<file path="src/rtl/core/mtc_pkg.sv">
`timescale 1ns / 1ps

package mtc_pkg;

   localparam int COUNT_BITS_DEFAULT = 20;
   localparam int TICK_BITS          = 12;
   localparam int NOM_BITS           = 15;
   localparam int QUAL_BITS          = 16;
   localparam int FRAC_BITS          = 8;

   localparam logic [TICK_BITS-1:0] TICK_TIME_RESET = 12'd100;

   typedef enum logic [2:0] {
      SYM_DOT    = 3'd0,
      SYM_DASH   = 3'd1,
      SYM_ESPACE = 3'd2,
      SYM_LSPACE = 3'd3,
      SYM_WSPACE = 3'd4
   } symbol_type;

endpackage

</file>
<file path="src/rtl/core/mtc_div.sv">
`timescale 1ns / 1ps

module mtc_div #(
   parameter int COUNT_BITS = mtc_pkg::COUNT_BITS_DEFAULT
) (
   input  logic                            clock,
   input  logic                            reset,
   input  logic                            start,
   input  logic [COUNT_BITS-1:0]           dividend,
   input  logic [mtc_pkg::NOM_BITS-1:0]    divisor,
   output logic                            done,
   output logic [mtc_pkg::QUAL_BITS-1:0]   quotient
);
   import mtc_pkg::*;

   localparam int NUM_BITS  = COUNT_BITS + FRAC_BITS;
   localparam int CNT_BITS  = $clog2(NUM_BITS + 1);

   logic [NUM_BITS-1:0]  num_ff, num_in;
   logic [NOM_BITS-1:0]  den_ff, den_in;
   logic [NOM_BITS-1:0]  rem_ff, rem_in;
   logic [QUAL_BITS-1:0] quo_ff, quo_in;
   logic                 ovf_ff, ovf_in;
   logic [CNT_BITS-1:0]  cnt_ff, cnt_in;
   logic                 busy_ff, busy_in;
   logic                 done_ff, done_in;
   logic [NOM_BITS:0]    trial;
   logic [NOM_BITS:0]    diff;
   logic                 qbit;

   // One restoring step per cycle; quotient bits that leave the top set overflow.
   always_comb begin
      trial = {rem_ff, num_ff[NUM_BITS-1]};
      diff  = trial - {1'b0, den_ff};
      qbit  = (trial >= {1'b0, den_ff});
      num_in  = num_ff;
      den_in  = den_ff;
      rem_in  = rem_ff;
      quo_in  = quo_ff;
      ovf_in  = ovf_ff;
      cnt_in  = cnt_ff;
      busy_in = busy_ff;
      done_in = 1'b0;
      if (start) begin
         num_in  = {dividend, {FRAC_BITS{1'b0}}};
         den_in  = divisor;
         rem_in  = '0;
         quo_in  = '0;
         ovf_in  = 1'b0;
         cnt_in  = CNT_BITS'(NUM_BITS);
         busy_in = 1'b1;
      end else if (busy_ff) begin
         num_in = {num_ff[NUM_BITS-2:0], 1'b0};
         rem_in = qbit ? diff[NOM_BITS-1:0] : trial[NOM_BITS-1:0];
         quo_in = {quo_ff[QUAL_BITS-2:0], qbit};
         ovf_in = ovf_ff | quo_ff[QUAL_BITS-1];
         cnt_in = cnt_ff - 1'b1;
         if (cnt_ff == CNT_BITS'(1)) begin
            busy_in = 1'b0;
            done_in = 1'b1;
         end
      end
   end

   always_ff @(posedge clock) begin
      num_ff <= num_in;
      den_ff <= den_in;
      rem_ff <= rem_in;
      quo_ff <= quo_in;
      ovf_ff <= ovf_in;
      cnt_ff <= cnt_in;
      if (reset) begin
         busy_ff <= 1'b0;
         done_ff <= 1'b0;
      end else begin
         busy_ff <= busy_in;
         done_ff <= done_in;
      end
   end

   assign done     = done_ff;
   assign quotient = ovf_ff ? {QUAL_BITS{1'b1}} : quo_ff;

endmodule

</file>
<file path="src/rtl/core/morse_timing_classifier.sv">
`timescale 1ns / 1ps
// A request that ends a timed period runs the bit-serial divider (28 divide steps at
// the default width) in ST_DIVIDE, waits in ST_HOLD for a free output, then responds.
// Any other request gives its response in the cycle after it is taken.
// One request per cycle while the output is not stalled; none while a symbol is divided.
// Reset is synchronous: key off, count zero, no transition seen, flag clear, tick 100.

module morse_timing_classifier #(
   parameter int COUNT_BITS = mtc_pkg::COUNT_BITS_DEFAULT
) (
   input  logic                             clock,
   input  logic                             reset,
   input  logic                             req_valid,
   output logic                             req_ready,
   input  logic                             req_command,
   input  logic                             req_key_on,
   output logic                             rsp_valid,
   input  logic                             rsp_ready,
   output logic                             rsp_symbol_valid,
   output logic [2:0]                       rsp_symbol,
   output logic [mtc_pkg::QUAL_BITS-1:0]    rsp_quality,
   output logic                             rsp_char_ready,
   output logic                             rsp_key_level,
   input  logic                             csr_valid,
   output logic                             csr_ready,
   input  logic [mtc_pkg::TICK_BITS-1:0]    csr_data
);
   import mtc_pkg::*;

   localparam int CMP_BITS = (COUNT_BITS > QUAL_BITS) ? COUNT_BITS : QUAL_BITS;

   typedef enum logic [1:0] {
      ST_IDLE,
      ST_DIVIDE,
      ST_HOLD
   } state_type;

   state_type              state_ff, state_in;
   logic [TICK_BITS-1:0]   tick_time_ff, tick_time_in;
   logic                   key_state_ff, key_state_in;
   logic [COUNT_BITS-1:0]  elapsed_ff, elapsed_in;
   logic                   seen_ff, seen_in;
   logic                   flag_ff, flag_in;
   symbol_type             pend_symbol_ff, pend_symbol_in;
   logic                   pend_ready_ff, pend_ready_in;
   logic [QUAL_BITS-1:0]   pend_quality_ff, pend_quality_in;
   logic                   rsp_valid_ff, rsp_valid_in;
   logic                   rsp_sv_ff, rsp_sv_in;
   symbol_type             rsp_symbol_ff, rsp_symbol_in;
   logic [QUAL_BITS-1:0]   rsp_quality_ff, rsp_quality_in;
   logic                   rsp_ready_ff, rsp_ready_in;
   logic                   rsp_key_ff, rsp_key_in;

   logic                   accept;
   logic                   out_free;
   logic [TICK_BITS-1:0]   unit;
   logic [CMP_BITS-1:0]    t2, t3, t5, dt_cmp, el_n_cmp;
   logic [NOM_BITS-1:0]    n1, n3, n7, nominal;
   logic [COUNT_BITS-1:0]  dt;
   logic                   changed, do_sym, char_rdy_n;
   symbol_type             sym;
   logic                   div_start, div_done;
   logic [QUAL_BITS-1:0]   div_quotient;

   assign out_free  = !rsp_valid_ff || rsp_ready;
   assign req_ready = (state_ff == ST_IDLE) && out_free;
   assign accept    = req_valid && req_ready;
   assign csr_ready = 1'b1;

   always_comb begin
      unit = (tick_time_ff == '0) ? TICK_BITS'(1) : tick_time_ff;
      n1   = NOM_BITS'(unit);
      n3   = NOM_BITS'({unit, 1'b0}) + NOM_BITS'(unit);
      n7   = NOM_BITS'({unit, 3'b000}) - NOM_BITS'(unit);
      t2   = CMP_BITS'({unit, 1'b0});
      t3   = CMP_BITS'(n3);
      t5   = CMP_BITS'({unit, 2'b00}) + CMP_BITS'(unit);
      dt   = (elapsed_ff == {COUNT_BITS{1'b1}}) ? elapsed_ff : elapsed_ff + 1'b1;
      dt_cmp  = CMP_BITS'(dt);
      changed = !req_command && (req_key_on != key_state_ff);
      do_sym  = changed && seen_ff;

      if (!req_key_on) begin
         if (dt_cmp > t2) begin
            sym     = SYM_DASH;
            nominal = n3;
         end else begin
            sym     = SYM_DOT;
            nominal = n1;
         end
      end else if (dt_cmp < t2) begin
         sym     = SYM_ESPACE;
         nominal = n1;
      end else if (dt_cmp < t5) begin
         sym     = SYM_LSPACE;
         nominal = n3;
      end else begin
         sym     = SYM_WSPACE;
         nominal = n7;
      end

      key_state_in = key_state_ff;
      elapsed_in   = elapsed_ff;
      seen_in      = seen_ff;
      flag_in      = flag_ff;
      if (accept) begin
         if (req_command) begin
            flag_in = 1'b0;
         end else if (changed) begin
            key_state_in = req_key_on;
            elapsed_in   = '0;
            seen_in      = 1'b1;
            if (do_sym && (sym == SYM_LSPACE || sym == SYM_WSPACE)) begin
               flag_in = 1'b1;
            end
         end else begin
            elapsed_in = dt;
         end
      end
      el_n_cmp   = CMP_BITS'(elapsed_in);
      char_rdy_n = flag_in || (!key_state_in && (!seen_in || el_n_cmp >= t3));
      div_start  = accept && do_sym;
      tick_time_in = (csr_valid && csr_ready) ? csr_data : tick_time_ff;
   end

   mtc_div #(
      .COUNT_BITS (COUNT_BITS)
   ) u_div (
      .clock    (clock),
      .reset    (reset),
      .start    (div_start),
      .dividend (dt),
      .divisor  (nominal),
      .done     (div_done),
      .quotient (div_quotient)
   );

   always_comb begin
      state_in        = state_ff;
      pend_symbol_in  = pend_symbol_ff;
      pend_ready_in   = pend_ready_ff;
      pend_quality_in = pend_quality_ff;
      rsp_valid_in    = rsp_valid_ff && !rsp_ready;
      rsp_sv_in       = rsp_sv_ff;
      rsp_symbol_in   = rsp_symbol_ff;
      rsp_quality_in  = rsp_quality_ff;
      rsp_ready_in    = rsp_ready_ff;
      rsp_key_in      = rsp_key_ff;
      case (state_ff)
         ST_IDLE: begin
            if (accept) begin
               if (do_sym) begin
                  pend_symbol_in = sym;
                  pend_ready_in  = char_rdy_n;
                  state_in       = ST_DIVIDE;
               end else begin
                  rsp_valid_in   = 1'b1;
                  rsp_sv_in      = 1'b0;
                  rsp_symbol_in  = SYM_DOT;
                  rsp_quality_in = '0;
                  rsp_ready_in   = char_rdy_n;
                  rsp_key_in     = key_state_in;
               end
            end
         end
         ST_DIVIDE: begin
            if (div_done) begin
               pend_quality_in = div_quotient;
               state_in        = ST_HOLD;
            end
         end
         ST_HOLD: begin
            if (out_free) begin
               rsp_valid_in   = 1'b1;
               rsp_sv_in      = 1'b1;
               rsp_symbol_in  = pend_symbol_ff;
               rsp_quality_in = pend_quality_ff;
               rsp_ready_in   = pend_ready_ff;
               rsp_key_in     = key_state_ff;
               state_in       = ST_IDLE;
            end
         end
         default: begin
            state_in = ST_IDLE;
         end
      endcase
   end

   always_ff @(posedge clock) begin
      pend_symbol_ff  <= pend_symbol_in;
      pend_ready_ff   <= pend_ready_in;
      pend_quality_ff <= pend_quality_in;
      rsp_sv_ff       <= rsp_sv_in;
      rsp_symbol_ff   <= rsp_symbol_in;
      rsp_quality_ff  <= rsp_quality_in;
      rsp_ready_ff    <= rsp_ready_in;
      rsp_key_ff      <= rsp_key_in;
      if (reset) begin
         state_ff     <= ST_IDLE;
         rsp_valid_ff <= 1'b0;
         tick_time_ff <= TICK_TIME_RESET;
         key_state_ff <= 1'b0;
         elapsed_ff   <= '0;
         seen_ff      <= 1'b0;
         flag_ff      <= 1'b0;
      end else begin
         state_ff     <= state_in;
         rsp_valid_ff <= rsp_valid_in;
         tick_time_ff <= tick_time_in;
         key_state_ff <= key_state_in;
         elapsed_ff   <= elapsed_in;
         seen_ff      <= seen_in;
         flag_ff      <= flag_in;
      end
   end

   assign rsp_valid        = rsp_valid_ff;
   assign rsp_symbol_valid = rsp_sv_ff;
   assign rsp_symbol       = rsp_symbol_ff;
   assign rsp_quality      = rsp_quality_ff;
   assign rsp_char_ready   = rsp_ready_ff;
   assign rsp_key_level    = rsp_key_ff;

   a_no_symbol_zero: assert property (@(posedge clock) disable iff (reset)
      rsp_valid && !rsp_symbol_valid |-> rsp_symbol == SYM_DOT && rsp_quality == '0)
      else $error("response without symbol carries nonzero fields");

   a_space_sets_ready: assert property (@(posedge clock) disable iff (reset)
      rsp_valid && rsp_symbol_valid
      && (rsp_symbol == SYM_LSPACE || rsp_symbol == SYM_WSPACE) |-> rsp_char_ready)
      else $error("letter or word space without char ready");

   a_done_in_divide: assert property (@(posedge clock) disable iff (reset)
      div_done |-> state_ff == ST_DIVIDE)
      else $error("divider finished outside of divide state");

   a_take_keeps_time: assert property (@(posedge clock) disable iff (reset)
      accept && req_command |=> $stable(elapsed_ff) && $stable(key_state_ff) && !flag_ff)
      else $error("take request changed timing state");

endmodule

</file>
<file path="config.mk">
export PLATFORM = sky130hd
export DESIGN_NAME = morse_timing_classifier
export DESIGN_NICKNAME = d
export VERILOG_FILES = /design/src/rtl/core/mtc_pkg.sv /design/src/rtl/core/mtc_div.sv /design/src/rtl/core/morse_timing_classifier.sv
export SDC_FILE = /design/constraint.sdc
export NUM_CORES = 1
export LEC_CHECK = 0
export BUFFER_PORTS_ARGS = -buffer_cell sky130_fd_sc_hd__buf_2
export CELL_PAD_IN_SITES_DETAIL_PLACEMENT = 1
export CELL_PAD_IN_SITES_GLOBAL_PLACEMENT = 1
export CORE_ASPECT_RATIO = 1.4
export CORE_MARGIN = 5
export CORE_UTILIZATION = 40
export DETAILED_ROUTE_END_ITERATION = 6
export GPL_TIMING_DRIVEN = 0
export PLACE_DENSITY_LB_ADDON = 0.1
export SLEW_MARGIN = 5
export SYNTH_ARGS = -nofsm -noshare
export SYNTH_HDL_FRONTEND = slang
export SYNTH_HIERARCHICAL = 1
export SYNTH_SLANG_ARGS = --single-unit
</file>
<file path="constraint.sdc">
create_clock -name clock -period 11.65 [get_ports clock]
set_clock_uncertainty 0.2 [all_clocks]
set_input_delay 1.165 -clock clock [delete_from_list [all_inputs] [get_ports clock]]
set_output_delay 1.165 -clock clock [all_outputs]
set_load 0.03 [all_outputs]
</file>
==> impl_metrics.prom, run 1 <==
# TYPE chip_impl_metric gauge
chip_impl_info{name="synth_ff_type",value="edfxtp_1"} 1
chip_impl_metric{name="grt_pass1_wl",unit="um"} 47100
chip_impl_metric{name="place_worst_setup_slack",unit="ns"} 4.09
chip_impl_metric{name="vertical_extent_of_the_die",unit="um"} 200
chip_impl_metric{name="grt_util_met3",unit="%"} 4.11
chip_impl_metric{name="pnr_worst_setup_slack",unit="ns"} 4.02
chip_impl_metric{name="grt_overflow",unit=""} 0
chip_impl_metric{name="synth_seq_cells",unit=""} 154
chip_impl_metric{name="setup-violations-final",unit=""} 0
chip_impl_metric{name="drive_gt1_share",unit="%"} 13.4
chip_impl_metric{name="place_area",unit="um^2"} 11000
chip_impl_metric{name="grt_util_met2",unit="%"} 38.0
chip_impl_metric{name="drt-wirelength-per-cell",unit="um"} 20.0
chip_impl_metric{name="maxCapViolCount",unit=""} 0
chip_impl_metric{name="port-buffer-count",unit=""} 40
chip_impl_metric{name="die_ar",unit="um^2"} 29200
chip_impl_metric{name="nets",unit=""} 1259
chip_impl_metric{name="row_count",unit=""} 69
chip_impl_metric{name="post-cts-setup-buffers",unit=""} 0
chip_impl_metric{name="netlist_area",unit="um^2"} 10300
chip_impl_metric{name="antenna-diode-count",unit=""} 0
chip_impl_metric{name="layout_min_cycle_time",unit="ns"} 7.63
chip_impl_metric{name="finalWeightedCongestion",unit=""} 0.861
chip_impl_info{name="most-common-layout-cells",value="ha_1 (97), nor2_1 (78), nand2_1 (77), dfxtp_1 (77), edfxtp_1 (77)"} 1
chip_impl_metric{name="coreArea",unit="um^2"} 25500
chip_impl_metric{name="layout_worst_path_cycle_share",unit="%"} 65.5
chip_impl_metric{name="synth.net_count",unit=""} 1199
chip_impl_info{name="worst_path_max_delay_cell",value="a2111oi_1"} 1
chip_impl_metric{name="cts_hold_repair.buffers",unit=""} 0
chip_impl_info{name="cts_tree",value="built"} 1
chip_impl_info{name="run_status",value="finished clean"} 1
chip_impl_info{name="unrepaired_setup_endpoints_after_global_routing",value="false"} 1
chip_impl_metric{name="antenna_violations_before_repair",unit=""} 0
chip_impl_info{name="kind_of_critical_path",value="flop to flop"} 1
chip_impl_metric{name="slew_headroom",unit="%"} 36.0
chip_impl_metric{name="synth_warnings",unit=""} 6
chip_impl_metric{name="postRouteAntennaNets",unit=""} 0
chip_impl_metric{name="cts_buffers",unit=""} 17
chip_impl_metric{name="detailedRoute.firstPassIterationCount",unit=""} 4
chip_impl_metric{name="setup_total_negative_slack",unit="ns"} 0
chip_impl_metric{name="vias_in_the_first_global_route",unit=""} 8714
chip_impl_metric{name="clk_latency",unit="ns"} 0.44
chip_impl_metric{name="synth-seq-area-share",unit="%"} 37.3
chip_impl_metric{name="async_reset_ff_share",unit="%"} 0
chip_impl_info{name="critPathCaptureType",value="flop"} 1
chip_impl_metric{name="drt_first_iter_violations",unit=""} 262
chip_impl_metric{name="num_vias",unit=""} 8150
chip_impl_info{name="cts.root.buffer_cell",value="clkbuf_16"} 1
chip_impl_metric{name="critPathMaxFanout",unit=""} 10
chip_impl_metric{name="slew_viols_final",unit=""} 0
chip_impl_metric{name="worst_path_buf_inv",unit=""} 6
chip_impl_metric{name="max_freq",unit="GHz"} 0.131
chip_impl_metric{name="netlist_instances",unit=""} 1080
chip_impl_metric{name="ir_drop",unit="mV"} 0.106
chip_impl_info{name="cell_type_with_the_highest_aggregate_area_in_the_netlist",value="edfxtp_1"} 1
chip_impl_metric{name="synth_cell_type_count",unit=""} 95
chip_impl_metric{name="floorplan.initialDensity",unit="%"} 40.6
chip_impl_info{name="gr_busiest_metal",value="met2"} 1
chip_impl_metric{name="hold_violations",unit=""} 0
chip_impl_metric{name="p_leak",unit="nW"} 4.77
chip_impl_metric{name="post-synth-top-area-fraction",unit="%"} 22.4
chip_impl_metric{name="drt_wl_total",unit="um"} 29400
chip_impl_metric{name="worst_slew_pin_slew",unit="ns"} 0.960
chip_impl_metric{name="grt_use_met1",unit="%"} 21.6
chip_impl_metric{name="place.detailed.hpwl",unit="um"} 23500
chip_impl_info{name="worstSetupStartpointType",value="flop"} 1
chip_impl_metric{name="largest_net_degree_at_the_start_of_global_routing",unit=""} 21
chip_impl_metric{name="cts.sinks",unit=""} 154
chip_impl_info{name="ys_top_cells_by_area",value="edfxtp_1 (22%), dfxtp_1 (15%), ha_1 (12%), mux2i_1 (4.1%), xnor2_1 (3.2%)"} 1
chip_impl_info{name="layout.cells.most_common",value="ha_1"} 1
chip_impl_info{name="min-delay-path-class",value="flop to flop"} 1
chip_impl_metric{name="dieWidth",unit="um"} 146
chip_impl_metric{name="finish.instance_area",unit="um^2"} 11600
chip_impl_metric{name="synthToLayoutAreaGrowth",unit="%"} 11.8
chip_impl_metric{name="maximum_root_to_sink_buffer_count",unit=""} 2
chip_impl_metric{name="cts_max_level",unit=""} 4
chip_impl_metric{name="critical_path.max_stage_delay",unit="ns"} 0.63
chip_impl_metric{name="all_layer_global_routing_usage",unit="%"} 20.4
chip_impl_metric{name="synth_enable_flop_cells",unit=""} 77
chip_impl_metric{name="io_pins",unit=""} 44
chip_impl_metric{name="remaining_drc_errors",unit=""} 0
chip_impl_metric{name="crit_arrival",unit="ns"} 7.59
chip_impl_info{name="cp_delay_by_family_top",value="compound AO/OA/AOI/OAI gates"} 1
chip_impl_metric{name="cts.clk_slew.worst_paths",unit="ns"} 0.07
chip_impl_metric{name="required",unit="ns"} 11.61
chip_impl_metric{name="syn-mean-instance-area",unit="um^2"} 9.58
chip_impl_metric{name="cts_resized",unit=""} 0
chip_impl_metric{name="viasPerCell",unit=""} 5.54
chip_impl_metric{name="powerDensity",unit="nW/um^2"} 148
per-stage QoR:
stage	utilization (%)	total power, mW	instances	hold slack, ns
floorplan	-	1.02	1080	0.250
global placement	43.0	1.13	1439	0.273
detailed placement	43.0	1.14	1440	0.284
CTS	45.4	1.73	1472	0.293
global route	45.4	1.81	1472	0.330
finish	45.4	1.71	1472	0.289
cell usage after synthesis, types with 31 or more instances:
cell and n:
ha_1 97, nor2_1 78, dfxtp_1 77, edfxtp_1 77, nand2_1 77, inv_1 65, a21oi_1 51, o21ai_0 50
mux2i_1 42, xnor2_1 38, and2_1 37, clkbuf_1 31
registers in the layout, summed over array words and instances (netlist names), 2 cells and up:
| register | cells |
|---|---|
| rsp_quality | 16 |
| u_div/rem_ff | 15 |
| pend_symbol_ff | 3 |
| rsp_symbol | 3 |
| tick_time_ff | 12 |
| u_div/quo_ff | 16 |
| u_div/num_ff | 20 |
| elapsed_ff | 20 |
| state_ff | 2 |
| pend_quality_ff | 16 |
| u_div/cnt_ff | 5 |
| u_div/den_ff | 15 |
worst register-to-register path, cell delays in order, from the launching register on:
cell and delay (ns):
dfxtp_1 0.41, clkbuf_1 0.40, inv_1 0.25, ha_1 0.29, nand2_1 0.11, or3_1 0.11, clkbuf_1 0.38, clkbuf_1 0.49
nand2_1 0.38, inv_1 0.30, ha_1 0.27, a21o_1 0.19, a21oi_1 0.25, o21ai_0 0.16, nand2_1 0.08, o21ai_0 0.17
maj3_1 0.41, xnor2_1 0.18, ha_1 0.28, a211oi_1 0.24, o21a_1 0.15, a221oi_1 0.09, a2111oi_1 0.63, nand3b_4 0.28
nand3_2 0.25, inv_2 0.14, a22oi_1 0.17, a21oi_1 0.09
metal layers:
| layer | wire length [um] | vias to the layer above | part of all wire (%) |
|---|---|---|---|
| met1 | 11500 | 3924 | 39 |
| met4 | 1460 | 0 | 5.0 |
| li1 | - | 4031 | - |
| met3 | 962 | 62 | 3.3 |
| met2 | 15400 | 133 | 52 |
| met5 | 0 | - | 0 |
kinds of logic after synthesis:
kind of cell,synth area share [%]
adders and majority gates,12.4
buffers and inverters,4.48
and+or+nand+nor,18.7
AOI/OAI and AO/OA,15.5
muxes,6.50
DFF,37.3
xor gates and xnor gates,5.17
other,0.0363
path summary, 6_finish.rpt:
check / start / endpoint / slack, ns / cells after the start
hold / removal: u_div/rem_ff[12] / u_div/rem_ff[12] / 0.29 / 2
setup / recovery: tick_time_ff[10] / u_div/den_ff[9] / 4.02 / 27
setup reg to reg: tick_time_ff[10] / u_div/den_ff[9] / 4.02 / 27
hold reg to reg: u_div/rem_ff[12] / u_div/rem_ff[12] / 0.29 / 2
power by group:
group,leakage (nW),total [mW],switching (mW),internal [mW]
sequential,1.35,0.679,0.0458,0.633
combinational,3.13,0.453,0.265,0.188
clock,0.294,0.579,0.253,0.326
final cells by class:
class / instances / area (um^2)
Buffer: 46 / 209
Clock buffer: 18 / 429
Clock inverter: 14 / 184
Fill cell: 2912 / 13900
Inverter: 67 / 254
Multi-Input combinational cell: 813 / 6030
Sequential cell: 154 / 3850
Tap cell: 319 / 399
Timing Repair Buffer: 41 / 208
Power figures use the tool's default switching activity.
==> run 2: changes to the inputs <==
==> constraint.sdc (replaced) <==
create_clock -name clock -period 6.3 [get_ports clock]
set_clock_uncertainty 0.2 [all_clocks]
set_input_delay 0.63 -clock clock [delete_from_list [all_inputs] [get_ports clock]]
set_output_delay 0.63 -clock clock [all_outputs]
set_load 0.03 [all_outputs]
==> impl_metrics.prom, run 2 (same netlist as run 1, synthesis figures left out) <==
# TYPE chip_impl_metric gauge
chip_impl_info{name="run_status",value="finished clean"} 1
chip_impl_metric{name="hold_violations",unit=""} 0
chip_impl_metric{name="design_power",unit="mW"} 3.17
chip_impl_metric{name="setup-violations-final",unit=""} 0
chip_impl_metric{name="detailedRoute.firstPassIterationCount",unit=""} 4
chip_impl_metric{name="antenna-diode-count",unit=""} 0
chip_impl_info{name="critPathCaptureType",value="flop"} 1
chip_impl_metric{name="cts_hold_repair.buffers",unit=""} 0
chip_impl_metric{name="floorplan.initialDensity",unit="%"} 40.6
chip_impl_metric{name="slew_viols_final",unit=""} 0
chip_impl_metric{name="critical_path.max_stage_delay",unit="ns"} 0.66
chip_impl_metric{name="clk_latency",unit="ns"} 0.44
chip_impl_metric{name="dieWidth",unit="um"} 146
chip_impl_metric{name="place.detailed.hpwl",unit="um"} 23500
chip_impl_metric{name="antenna_violations_before_repair",unit=""} 0
chip_impl_metric{name="cts_buffers",unit=""} 17
chip_impl_info{name="crit_chain",value="buf_2 -> inv_1 -> ha_1 -> nand2_1 -> or3_4 -> buf_4 -> nand2_1 -> inv_1 -> ha_1 -> or3_1 -> o31ai_1 -> xor2_1 -> ha_1 -> a21o_1 -> a21o_1 -> a21oi_1 -> nor2_1 -> a2111oi_0 -> nand4_1 -> o21ai_1 -> a31oi_1"} 1
chip_impl_metric{name="row_count",unit=""} 69
chip_impl_metric{name="finalWeightedCongestion",unit=""} 0.861
chip_impl_metric{name="num_vias",unit=""} 8149
chip_impl_metric{name="cts.clk_slew.worst_paths",unit="ns"} 0.07
chip_impl_metric{name="all_layer_global_routing_usage",unit="%"} 20.5
chip_impl_info{name="critPathMostFrequentCell",value="ha_1"} 1
chip_impl_metric{name="drt-wirelength-per-cell",unit="um"} 20.0
chip_impl_info{name="cts.root.buffer_cell",value="clkbuf_16"} 1
chip_impl_metric{name="io_pins",unit=""} 44
chip_impl_metric{name="nets",unit=""} 1264
chip_impl_metric{name="maxCapViolCount",unit=""} 0
chip_impl_metric{name="port-buffer-count",unit=""} 40
chip_impl_info{name="cp_delay_by_family_top",value="compound AO/OA/AOI/OAI gates"} 1
chip_impl_info{name="min-delay-path-class",value="primary input to flop"} 1
chip_impl_info{name="layout.cells.most_common",value="ha_1"} 1
chip_impl_metric{name="die_ar",unit="um^2"} 29200
chip_impl_info{name="worst_path_max_delay_cell",value="a2111oi_0"} 1
chip_impl_metric{name="layout_min_cycle_time",unit="ns"} 6.07
chip_impl_metric{name="slew_headroom",unit="%"} 37.1
chip_impl_metric{name="coreArea",unit="um^2"} 25500
chip_impl_metric{name="cts.sinks",unit=""} 154
chip_impl_info{name="kind_of_critical_path",value="flop to flop"} 1
chip_impl_metric{name="worst_path_buf_inv",unit=""} 4
chip_impl_metric{name="critPathMaxFanout",unit=""} 10
chip_impl_metric{name="required",unit="ns"} 6.27
chip_impl_metric{name="drive_gt1_share",unit="%"} 15.1
chip_impl_metric{name="synthToLayoutAreaGrowth",unit="%"} 12.9
chip_impl_metric{name="remaining_drc_errors",unit=""} 0
chip_impl_metric{name="pnr_worst_setup_slack",unit="ns"} 0.227
chip_impl_info{name="unrepaired_setup_endpoints_after_global_routing",value="false"} 1
chip_impl_metric{name="ir_drop",unit="mV"} 0.196
chip_impl_metric{name="viasPerCell",unit=""} 5.52
chip_impl_metric{name="drt_first_iter_violations",unit=""} 273
chip_impl_metric{name="drt_wl_total",unit="um"} 29500
chip_impl_metric{name="p_leak",unit="nW"} 4.82
chip_impl_metric{name="fin_worst_hold_slack",unit="ns"} 0.208
chip_impl_info{name="cts_tree",value="built"} 1
chip_impl_metric{name="cts_max_level",unit=""} 4
chip_impl_metric{name="grt_overflow",unit=""} 0
chip_impl_info{name="worstSetupStartpointType",value="flop"} 1
chip_impl_info{name="top_flop_regs",value="elapsed_ff (20), u_div/num_ff (20)"} 1
chip_impl_metric{name="vias_in_the_first_global_route",unit=""} 8724
chip_impl_metric{name="vertical_extent_of_the_die",unit="um"} 200
chip_impl_metric{name="powerDensity",unit="nW/um^2"} 272
chip_impl_metric{name="largest_net_degree_at_the_start_of_global_routing",unit=""} 21
chip_impl_metric{name="max_freq",unit="GHz"} 0.165
chip_impl_metric{name="worst_slew_pin_slew",unit="ns"} 0.943
chip_impl_metric{name="maximum_root_to_sink_buffer_count",unit=""} 2
chip_impl_metric{name="grt_pass1_wl",unit="um"} 47100
chip_impl_metric{name="postRouteAntennaNets",unit=""} 0
chip_impl_metric{name="layout_worst_path_cycle_share",unit="%"} 96.4
chip_impl_metric{name="crit_arrival",unit="ns"} 6.04
chip_impl_metric{name="setup_total_negative_slack",unit="ns"} 0
chip_impl_info{name="most-common-layout-cells",value="ha_1 (97), nor2_1 (78), edfxtp_1 (77)"} 1
chip_impl_metric{name="place_worst_setup_slack",unit="ns"} -1.26
## run 2: power by group
group	switching, mW	internal [mW]	total [mW]	leakage (nW)
registers	0.0870	1.17	1.26	1.35
logic	0.492	0.351	0.843	3.17
clock network	0.471	0.603	1.07	0.294
total	1.05	2.12	3.17	4.82
## run 2: repair_timing
item / 4_1_cts / 5_1_grt
endpoints found under the setup margin: 18 / 17
resized for setup: 16 / 7
pin swaps: 1 / 4
hold endpoints to repair: 0 / 0
buffers inserted: 0 / 7
## run 2: stage by stage
step | utilization, % | std cells | instance area [um^2]
after global routing | 45.8 | 1477 | 11700
after floorplan | - | 1080 | 10300
after detailed placement | 43.0 | 1440 | 11000
after CTS | 45.6 | 1471 | 11600
after global placement | 43.0 | 1439 | 10900
final | 45.8 | 1477 | 11700
## run 2: metal layers
metal	GRT usage, %	vias up	part of all wire (%)
met2	38.1	124	53
met1	21.5	3929	40
met5	0	-	0
met4	10.5	0	4.6
li1	-	4040	-
met3	4.11	56	2.9
## run 2: cell type report
type	instances	area [um^2]
fillers	2913	13800
multi-input cells	813	6080
flip-flops and latches	154	3850
clock buffers	18	429
well taps	319	399
inverters	67	263
repair buffers	48	260
plain buffers	44	206
clock inverters	14	184
## run 2: path summary, 6_finish.rpt
path                    start                to  slack [ns]  cells after the start
max           tick_time_ff[8]    rsp_char_ready        0.23                     21
min                     reset     u_div/busy_ff        0.21                      2
max reg2reg   tick_time_ff[8]    rsp_char_ready        0.23                     21
min reg2reg  u_div/rem_ff[12]  u_div/rem_ff[12]        0.29                      2
==> run 3: changes to the inputs <==
==> constraint.sdc (replaced) <==
create_clock -name clock -period 5.4 [get_ports clock]
set_clock_uncertainty 0.2 [all_clocks]
set_input_delay 0.54 -clock clock [delete_from_list [all_inputs] [get_ports clock]]
set_output_delay 0.54 -clock clock [all_outputs]
set_load 0.03 [all_outputs]
==> impl_metrics.prom, run 3 (same netlist as run 1, synthesis figures left out) <==
# TYPE chip_impl_metric gauge
chip_impl_metric{name="grt_overflow",unit=""} 0
chip_impl_metric{name="required",unit="ns"} 5.35
chip_impl_metric{name="design_power",unit="mW"} 3.72
chip_impl_metric{name="fin_worst_hold_slack",unit="ns"} 0.134
chip_impl_metric{name="coreArea",unit="um^2"} 25500
chip_impl_metric{name="critPathMaxFanout",unit=""} 6
chip_impl_metric{name="powerDensity",unit="nW/um^2"} 302
chip_impl_metric{name="viasPerCell",unit=""} 5.56
chip_impl_metric{name="timing.hold.worst_path_depth",unit=""} 3
chip_impl_info{name="run_status",value="finished clean"} 1
chip_impl_metric{name="floorplan.initialDensity",unit="%"} 40.6
chip_impl_metric{name="slew_viols_final",unit=""} 0
chip_impl_metric{name="drt_first_iter_violations",unit=""} 307
chip_impl_metric{name="layoutNonFillerInstCount",unit=""} 1503
chip_impl_metric{name="max_freq",unit="GHz"} 0.186
chip_impl_metric{name="ir_drop",unit="mV"} 0.224
chip_impl_metric{name="worst_slew_pin_slew",unit="ns"} 0.989
chip_impl_info{name="worstSetupStartpointType",value="flop"} 1
chip_impl_metric{name="drt_wl_total",unit="um"} 31200
chip_impl_metric{name="drive_gt1_share",unit="%"} 23.3
chip_impl_metric{name="place_area",unit="um^2"} 11000
chip_impl_metric{name="vertical_extent_of_the_die",unit="um"} 200
chip_impl_info{name="top_flop_regs",value="elapsed_ff (20), u_div/num_ff (20)"} 1
chip_impl_metric{name="nets",unit=""} 1290
chip_impl_metric{name="drt-wirelength-per-cell",unit="um"} 20.7
chip_impl_metric{name="slew_headroom",unit="%"} 34.0
chip_impl_metric{name="postRouteAntennaNets",unit=""} 0
chip_impl_info{name="min-delay-path-class",value="primary input to flop"} 1
chip_impl_metric{name="power.net_switching",unit="mW"} 1.25
chip_impl_metric{name="antenna_violations_before_repair",unit=""} 0
chip_impl_metric{name="synthToLayoutAreaGrowth",unit="%"} 18.9
chip_impl_metric{name="io_pins",unit=""} 44
chip_impl_metric{name="fillerInstances",unit=""} 2840
chip_impl_metric{name="p_leak",unit="nW"} 5.01
chip_impl_metric{name="clk_latency",unit="ns"} 0.43
chip_impl_metric{name="multi_input_area",unit="um^2"} 6440
chip_impl_metric{name="row_count",unit=""} 69
chip_impl_metric{name="vias_in_the_first_global_route",unit=""} 8943
chip_impl_metric{name="clock_power_share",unit="%"} 32.2
chip_impl_metric{name="detailedRoute.firstPassIterationCount",unit=""} 4
chip_impl_metric{name="hold_violations",unit=""} 0
chip_impl_metric{name="antenna-diode-count",unit=""} 0
chip_impl_metric{name="maximum_root_to_sink_buffer_count",unit=""} 2
chip_impl_info{name="most-common-layout-cells",value="ha_1 (91), nor2_1 (78), edfxtp_1 (77)"} 1
chip_impl_metric{name="switching_share",unit="%"} 33.7
chip_impl_info{name="cts_tree",value="built"} 1
chip_impl_info{name="unrepaired_setup_endpoints_after_global_routing",value="true"} 1
chip_impl_metric{name="grt_pass1_wl",unit="um"} 48900
chip_impl_metric{name="setup_total_negative_slack",unit="ns"} 0
chip_impl_metric{name="layout_worst_path_cycle_share",unit="%"} 99.3
chip_impl_info{name="kind_of_critical_path",value="flop to flop"} 1
chip_impl_metric{name="p_int",unit="mW"} 2.47
chip_impl_metric{name="dieWidth",unit="um"} 146
chip_impl_info{name="layout.cells.most_common",value="ha_1"} 1
chip_impl_metric{name="cts.clk_slew.worst_paths",unit="ns"} 0.07
chip_impl_metric{name="layout_min_cycle_time",unit="ns"} 5.36
chip_impl_metric{name="largest_net_degree_at_the_start_of_global_routing",unit=""} 21
chip_impl_metric{name="setup-violations-final",unit=""} 0
chip_impl_metric{name="finalWeightedCongestion",unit=""} 0.850
chip_impl_metric{name="cts_max_level",unit=""} 4
chip_impl_metric{name="remaining_drc_errors",unit=""} 0
chip_impl_metric{name="finish.instance_area",unit="um^2"} 12300
chip_impl_metric{name="placedCellCount",unit=""} 1440
chip_impl_metric{name="cts_hold_repair.buffers",unit=""} 0
chip_impl_metric{name="crit_arrival",unit="ns"} 5.32
chip_impl_metric{name="ff_latch_area",unit="um^2"} 3880
chip_impl_metric{name="num_vias",unit=""} 8357
chip_impl_metric{name="place.detailed.hpwl",unit="um"} 24000
chip_impl_metric{name="cts_buffers",unit=""} 17
chip_impl_metric{name="cts.sinks",unit=""} 154
chip_impl_metric{name="all_layer_global_routing_usage",unit="%"} 21.2
chip_impl_metric{name="maxCapViolCount",unit=""} 0
chip_impl_metric{name="ff2ff_path_depth",unit=""} 26
chip_impl_metric{name="die_ar",unit="um^2"} 29200
chip_impl_metric{name="p_comb_share",unit="%"} 28.5
chip_impl_metric{name="seq_power_share",unit="%"} 39.4
chip_impl_metric{name="port-buffer-count",unit=""} 40
chip_impl_info{name="cts.root.buffer_cell",value="clkbuf_16"} 1
chip_impl_info{name="critPathCaptureType",value="flop"} 1
==> run 3: worst paths after layout <==
kind | slack, ns | from | endpoint
worst min-delay path | 0.13 | csr_data[6] | tick_time_ff[6]
worst max register to register | 0.04 | tick_time_ff[6] | u_div/den_ff[7]
worst min register to register | 0.29 | u_div/rem_ff[5] | u_div/rem_ff[5]
worst max-delay path | 0.04 | tick_time_ff[6] | u_div/den_ff[7]
==> run 3: routing by layer <==
| metal | vias up | part of all wire (%) | global-route usage (%) | wire (um) |
|---|---|---|---|---|
| met3 | 60 | 2.5 | 3.19 | 782 |
| met2 | 130 | 53 | 40.6 | 16600 |
| li1 | 4091 | - | - | - |
| met1 | 4076 | 40 | 22.8 | 12300 |
| met5 | - | 0 | 0 | 0 |
| met4 | 0 | 4.7 | 9.47 | 1480 |
==> run 3: cell type report <==
type	count	area share, %
multi-input cells	813	52.4
flip-flops and latches	154	31.6
clock buffers	18	3.49
repair buffers	74	3.96
clock inverters	14	1.24
inverters	67	2.25
plain buffers	44	1.90
well taps	319	3.24
==> run 3: critical path: stages, from the launching register on <==
cell        delay [ns]
dfxtp_4           0.37
inv_4             0.07
ha_4              0.12
nand4b_1          0.19
or3_4             0.52
clkbuf_16         0.20
nand2_8           0.07
clkinvlp_4        0.13
ha_4              0.23
a21o_1            0.18
a21oi_2           0.18
o21ai_2           0.08
nand2_1           0.08
o21ai_2           0.08
maj3_2            0.32
xnor2_2           0.14
ha_1              0.34
buf_6             0.11
nand4_1           0.12
nor3_4            0.24
o21ai_1           0.10
a211o_1           0.31
nand3b_4          0.17
buf_12            0.13
mux2i_2           0.19
o22a_1            0.14
o21ai_1           0.07
==> run 3: per-stage QoR <==
step / worst slack (ns) / utilization, %
final: 0.0365 / 48.3
after global routing: -0.137 / 48.3
after CTS: 0.00425 / 47.4
after detailed placement: -1.65 / 43.0
after global placement: -1.65 / 43.0
after floorplan: 0.0479 / -
==> run 3: power groups by stage <==
stage                     sequential [mW]  clock, mW  combinational (mW)
after floorplan                      1.48          0               0.721
after CTS                            1.47       1.23                1.03
after detailed placement             1.49          0               0.981
after global routing                 1.48       1.27                1.18
final                                1.46       1.20                1.06
after global placement               1.49          0               0.960
==> run 3: what timing repair did <==
item / in CTS / in global routing
setup endpoints to repair: 18 / 17
gates resized for setup: 86 / 48
buffers inserted: 26 / 8
pin swaps: 16 / 23
